===== src/design/msqm_pkg.sv =====
package msqm_pkg;

    localparam int NUM_LISTS  = 16;
    localparam int POOL_DEPTH = 1024;
    localparam int WORD_WIDTH = 32;

    localparam int LIST_ID_W = 4;
    localparam int NODE_W    = $clog2(POOL_DEPTH);
    localparam int COUNT_W   = NODE_W + 1;
    localparam int STATUS_W  = 3;

    // Command codes; code three is handled as pop
    localparam logic [1:0] OP_CREATE = 2'd0;
    localparam logic [1:0] OP_PUSH   = 2'd1;
    localparam logic [1:0] OP_POP    = 2'd2;

    // Result status codes
    localparam logic [STATUS_W-1:0] ST_OK      = 3'd0;
    localparam logic [STATUS_W-1:0] ST_EXISTS  = 3'd1;
    localparam logic [STATUS_W-1:0] ST_UNKNOWN = 3'd2;
    localparam logic [STATUS_W-1:0] ST_EMPTY   = 3'd3;
    localparam logic [STATUS_W-1:0] ST_FULL    = 3'd4;

    typedef struct packed {
        logic              exists;
        logic              is_queue;
        logic              nonempty;
        logic [NODE_W-1:0] head;
        logic [NODE_W-1:0] tail;
    } list_entry_t;

    typedef struct packed {
        logic              word_en;
        logic [NODE_W-1:0] word_addr;
        logic              link_en;
        logic [NODE_W-1:0] link_addr;
        logic [NODE_W-1:0] link_data;
    } node_wr_t;

endpackage


===== src/design/msqm_list_table.sv =====
module msqm_list_table
    import msqm_pkg::*;
(
    input  logic                 clk,
    input  logic                 rst_n,
    input  logic [LIST_ID_W-1:0] rd_id,
    output list_entry_t          rd_entry,
    input  logic                 wr_en,
    input  logic [LIST_ID_W-1:0] wr_id,
    input  list_entry_t          wr_entry
);

    logic              exists_reg   [NUM_LISTS];
    logic              is_queue_reg [NUM_LISTS];
    logic              nonempty_reg [NUM_LISTS];
    logic [NODE_W-1:0] head_reg     [NUM_LISTS];
    logic [NODE_W-1:0] tail_reg     [NUM_LISTS];

    // Look up the addressed list
    always_comb
    begin
        rd_entry.exists   = exists_reg[rd_id];
        rd_entry.is_queue = is_queue_reg[rd_id];
        rd_entry.nonempty = nonempty_reg[rd_id];
        rd_entry.head     = head_reg[rd_id];
        rd_entry.tail     = tail_reg[rd_id];
    end

    // Flags clear on reset
    always_ff @(posedge clk or negedge rst_n)
    begin
        if (!rst_n)
        begin
            for (int i = 0; i < NUM_LISTS; i++)
            begin
                exists_reg[i]   <= 1'b0;
                is_queue_reg[i] <= 1'b0;
                nonempty_reg[i] <= 1'b0;
            end
        end
        else if (wr_en)
        begin
            exists_reg[wr_id]   <= wr_entry.exists;
            is_queue_reg[wr_id] <= wr_entry.is_queue;
            nonempty_reg[wr_id] <= wr_entry.nonempty;
        end
    end

    // Head and tail pointers are meaningful only while the list is nonempty
    always_ff @(posedge clk)
    begin
        if (wr_en)
        begin
            head_reg[wr_id] <= wr_entry.head;
            tail_reg[wr_id] <= wr_entry.tail;
        end
    end

endmodule


===== config.mk =====
export PLATFORM = sky130hd
export DESIGN_NAME = msqm_list_table
export DESIGN_NICKNAME = d
export VERILOG_FILES = /design/src/design/msqm_pkg.sv /design/src/design/msqm_list_table.sv
export SDC_FILE = /design/constraint.sdc
export NUM_CORES = 1
export LEC_CHECK = 0
export BUFFER_PORTS_ARGS = -buffer_cell sky130_fd_sc_hd__clkbuf_2
export CORE_UTILIZATION = 40
export DETAILED_ROUTE_END_ITERATION = 10
export PLACE_DENSITY = 0.55
export SETUP_SLACK_MARGIN = 0.05
export SYNTH_ARGS = -nofsm -noshare
export SYNTH_HDL_FRONTEND = slang
export SYNTH_SLANG_ARGS = --single-unit

===== constraint.sdc =====
create_clock -name clk -period 3.5 [get_ports clk]
set_input_delay 0.7 -clock clk [delete_from_list [all_inputs] [get_ports clk]]
set_output_delay 0.7 -clock clk [all_outputs]
set_load 0.01 [all_outputs]

# [Word-level counts from Yosys, hierarchy flattened]
# Memory sizes are Yosys's and may differ from the RTL's.
# Cells that the tools add are included.
[totals] in_bits=34 ram_bits=320 wordCells=72 n_memories=2 output_inout_bits=23 register_bits=48
[classes] n_reduce_logical=1 magnitude_cmp=3 mux=16 bitwise_logic=2
[mem_list] memory="head_reg" words=16 width=10 rd=1 rd_clocked_by_memory_dff=0 wr=1 line="msqm_list_table.sv:16" source="logic [NODE_W-1:0] head_reg [NUM_LISTS];"
[mem_list] memory="tail_reg" words=16 width=10 rd=1 rd_clocked_by_memory_dff=0 wr=1 line="msqm_list_table.sv:17" source="logic [NODE_W-1:0] tail_reg [NUM_LISTS];"
[op_table] cell="16-bit bitwise mux" n=3
[op_table] cell="1-bit binary-select mux with 4-bit select" n=3
[op_table] cell="5-bit greater-or-equal comparator (second input constant)" n=2
[op_table] cell="4-bit NOT with 5-bit output" n=2
[op_table] cell="1-bit 2-to-1 mux" n=9
[op_table] cell="5-bit by 1-bit < comparator with 1-bit output (second input constant)" n=1
[op_table] cell="1-bit demux with 4-bit select" n=1
[op_table] cell="1-bit logical AND" n=1

# [Longest topological paths before layout]
[depth] word_depth=6 mapped_depth=5 mapped_depth_nobuf=3

# [Worst setup path after synthesis]
# Ideal clock, no wire load.
[synth_timing] path_type="input port to flip-flop" from="input port wr_id[3]" to="register nonempty_reg[11] (netlist bit)" setup_ns=0.125 t_required_ns=3.375 path_stages=3 t_arrival_ns=2.956 slack_ns=0.419 n_path_buf=0 cell_sequence="nand3b_1 > nor3_1 > mux2_2"
[synth_between] elab_chain_len=6 word_cells_on_any_way=7 classes_between="order compare: 2; mux: 3; bitwise: 1; reduce/logical: 1"
[synth_lines] item="from (decl)" line="msqm_list_table.sv:9" source="input logic [LIST_ID_W-1:0] wr_id,"
[synth_lines] item="4-bit NOT with 5-bit output (implied by the code) (*)" line="msqm_list_table.sv:45" source="nonempty_reg[wr_id] <= wr_entry.nonempty;"
[synth_lines] item="5-bit greater-or-equal comparator (implied by the code) / 5-bit by 1-bit < comparator with 1-bit output (equally long branches)" line="msqm_list_table.sv:45"
[synth_lines] item="1-bit logical AND (implied by the code)" line="msqm_list_table.sv:45"
[synth_lines] item="1-bit 2-to-1 mux (implied by the code)" line="msqm_list_table.sv:45"
[synth_lines] item="1-bit demux with 4-bit select (*)" line="msqm_list_table.sv:45"
[synth_lines] item="16-bit bitwise mux (*)" line="msqm_list_table.sv:45"
[synth_lines] item="to (signal, indexed assignment)" line="msqm_list_table.sv:45"
[synth_lines] item="to (decl)" line="msqm_list_table.sv:15" source="logic nonempty_reg [NUM_LISTS];"
# Mark *: on every way between the ends. The rest lies on a longest branch, timed or not.
# A chain may end at the register's enable or synchronous reset.

==> key figures <==
Run status
  – Status: finished clean

Placed design
  – Post-DP HPWL: 17980 um
  – Placer Congestion: 0.7254
  – Port Buffer Count: 56
  – Placed Area: 15320 um^2

GRT
  – Gr ovfl total: 0
  – GRT Overall Usage: 18.25%
  – Largest net degree at the start of global routing: 49
  – Initial antenna violation count: 1
  – Vias in the first global route: 7323
  – First-pass GRT wire length: 47580 um

Critical path
  – Crit Path Class: in2out
  – Critical path required time: 2.80 ns
  – Max FO, Critical Path: 24
  – CP max stage cell: mux4_2
  – Critical path cell sequence: buf_6, buf_12, mux4_2, a22oi_1, nand2_1, clkbuf_2
  – CP startpoint: rd_id[0]
  – Reg2reg start: is_queue_reg[6]
  – Crit path DAT: 2.30 ns
  – Critical Path Source Type: input pin
  – CP Capture Type: output port
  – Worst Path Buf+Inv: 3
  – Family with the most delay on the worst path: buffers and inverters
  – Critical Path Max Stage Delay: 0.53 ns

Floorplan
  – Die area: 36220 um^2
  – Initial core utilization: 40.87%
  – Core region area: 34710 um^2
  – Die Ht: 190.3 um
  – Die width: 190.3 um
  – Num rows: 68
  – Ports: 57

Clocking
  – Worst-path clk slew: 0.06 ns
  – Total CTS buffers: 39
  – H-Tree Level Count: 2
  – Setup bufs post-CTS: 0
  – Cts repair resizes: 0
  – Cts-stage hold buffer count: 0
  – CTS tree: yes
  – CTS max path bufs: 3
  – Clock net sink count: 368
  – Worst skew pair latency: 0.51 ns
  – Root Driver: clkbuf_16

Final layout
  – Post-route cell area: 16610 um^2
  – Commonest non-fill, non-tap cell in the layout: edfxtp_1
  – Share of cells above drive strength 1: 39.17%
  – Most frequent cells in the layout: edfxtp_1 (320), mux4_2 (92), clkbuf_2 (54)
  – Nets@finish: 775
  – Area growth syn-to-layout: 17.06%

Pwr
  – Comb pwr share: 7.0%
  – Switching power: 2.044 mW
  – Switching Share: 20.70%
  – Max VDD drop: 0.4486 mV
  – Static Leak: 5.625 nW
  – Internal: 7.828 mW
  – Reg power frac: 51.3%
  – Pwr per Cell Area: 594.5 nW/um^2
  – Clock network power share: 41.8%

Drt
  – Via count: 6720
  – Total Wirelength: 31980 um
  – Iteration-0 DRC Markers: 382
  – Antenna Nets Post-Route: 0
  – WL per Instance: 26.06 um
  – First-pass DRT Iterations: 4
  – Via/cell ratio: 5.477
  – DRC: 0

Timing
  – Fmax: 332.9 MHz
  – Final hold violation count: 0
  – Hold slack: 0.4417 ns
  – Setup_tns: 0 ns
  – Final setup viols: 0
  – Slew Viols, Final: 0
  – RSZ-0062 raised after global routing: no
  – Period Utilization, post-route: 85.84%
  – Clock skew: 0 ns
  – Minimum clock period: 3.004 ns
  – Measured slew at the worst slew-check pin: 1.220 ns
  – Max transition margin: 18.64%

Run
  – Max-Cap Viols: 0

Synthesis
  – Seq/Total Area, Yosys: 76.20%
  – Number of synthesized register bits: 368
  – Cell area after synthesis: 14190 um^2
  – Gate Count Post-Synth: 640
  – Mapped Nets: 674
  – Syn Area/Cell: 22.17 um^2
  – Yosys warns: 0
  – Synth cell types: 23

Worst hold path
  – Hold Path Class: in2async
-- final timing paths --
kind | depth (start not counted) | slack [ns] | to
setup reg to reg | 1 | 2.72 | is_queue_reg[6]
hold reg to reg | 1 | 0.50 | exists_reg[15]
setup / recovery | 6 | 0.50 | rd_entry[16]
min in group clk | 1 | 0.50 | exists_reg[15]
max in group asynchronous | 1 | 2.31 | is_queue_reg[2]
hold / removal | 1 | 0.44 | exists_reg[10]
-- cells in the mapped netlist --
cell type / number / share of area (%)
nand2b_1: 4 / 0.18
a22oi_1: 46 / 2.4
or3b_1: 1 / 0.062
dfrtp_1: 48 / 8.5
inv_1: 3 / 0.079
mux4_2: 92 / 15
edfxtp_1: 320 / 68
buf_2: 3 / 0.11
or3_4: 1 / 0.079
buf_4: 4 / 0.21
nor2b_1: 2 / 0.088
clkbuf_1: 13 / 0.34
and2_1: 1 / 0.044
mux2_2: 45 / 3.6
nand3_1: 1 / 0.035
nor3_1: 3 / 0.11
nand2_1: 24 / 0.64
nor2_1: 11 / 0.29
nor3b_1: 1 / 0.053
nand3b_1: 2 / 0.11
buf_6: 4 / 0.32
mux2_1: 3 / 0.24
buf_1: 8 / 0.21
-- cell type report --
type | count | area, um^2
well taps | 455 | 569.3
diodes | 1 | 2.502
repair buffers | 92 | 684.4
flip-flops and latches | 368 | 10810
multi-input cells | 237 | 3243
clock buffers | 49 | 1056
clock inverters | 22 | 229.0
fillers | 2888 | 18110
inverters | 3 | 11.26
-- stage by stage --
stage / instances / power, mW / utilization [%] / setup slack [ns]
4_1_cts: 1226 / 9.974 / 47.83 / 0.4507
3_3_place_gp: 1155 / 5.815 / 44.13 / 0.4399
2_1_floorplan: 640 / 5.567 / - / 0.4191
5_1_grt: 1226 / 10.19 / 47.83 / 0.3557
6_report: 1227 / 9.872 / 47.84 / 0.4957
3_5_place_dp: 1155 / 5.852 / 44.13 / 0.4532
-- cell families (layout without fill, tap and decap cells) --
| kind of cell | count (synthesis) | after routing | synth area share (%) |
|---|---|---|---|
| other cells | 0 | 1 | 0 |
| compound gates | 46 | 46 | 2.434 |
| flops | 368 | 368 | 76.20 |
| simple gates | 51 | 51 | 1.676 |
| mux | 140 | 140 | 18.42 |
| buf+inv | 35 | 166 | 1.270 |
-- power groups by stage --
stage               logic [mW]  clock network (mW)  registers [mW]
CTS                      0.702                4.21            5.06
detailed placement       0.699                   0            5.15
finish                   0.688                4.12            5.06
global route             0.745                4.36            5.08
global placement         0.681                   0            5.13
floorplan                0.446                   0            5.12
-- per-layer routing --
metal,vias up,part of all wire (%),global-route usage (%)
met3,55,4.4,3.220
met4,0,1.9,4.677
met2,148,51,31.36
met5,-,0,0
li1,2885,-,-
met1,3632,43,23.99
No activity file was read; power rests on OpenSTA's default activity.
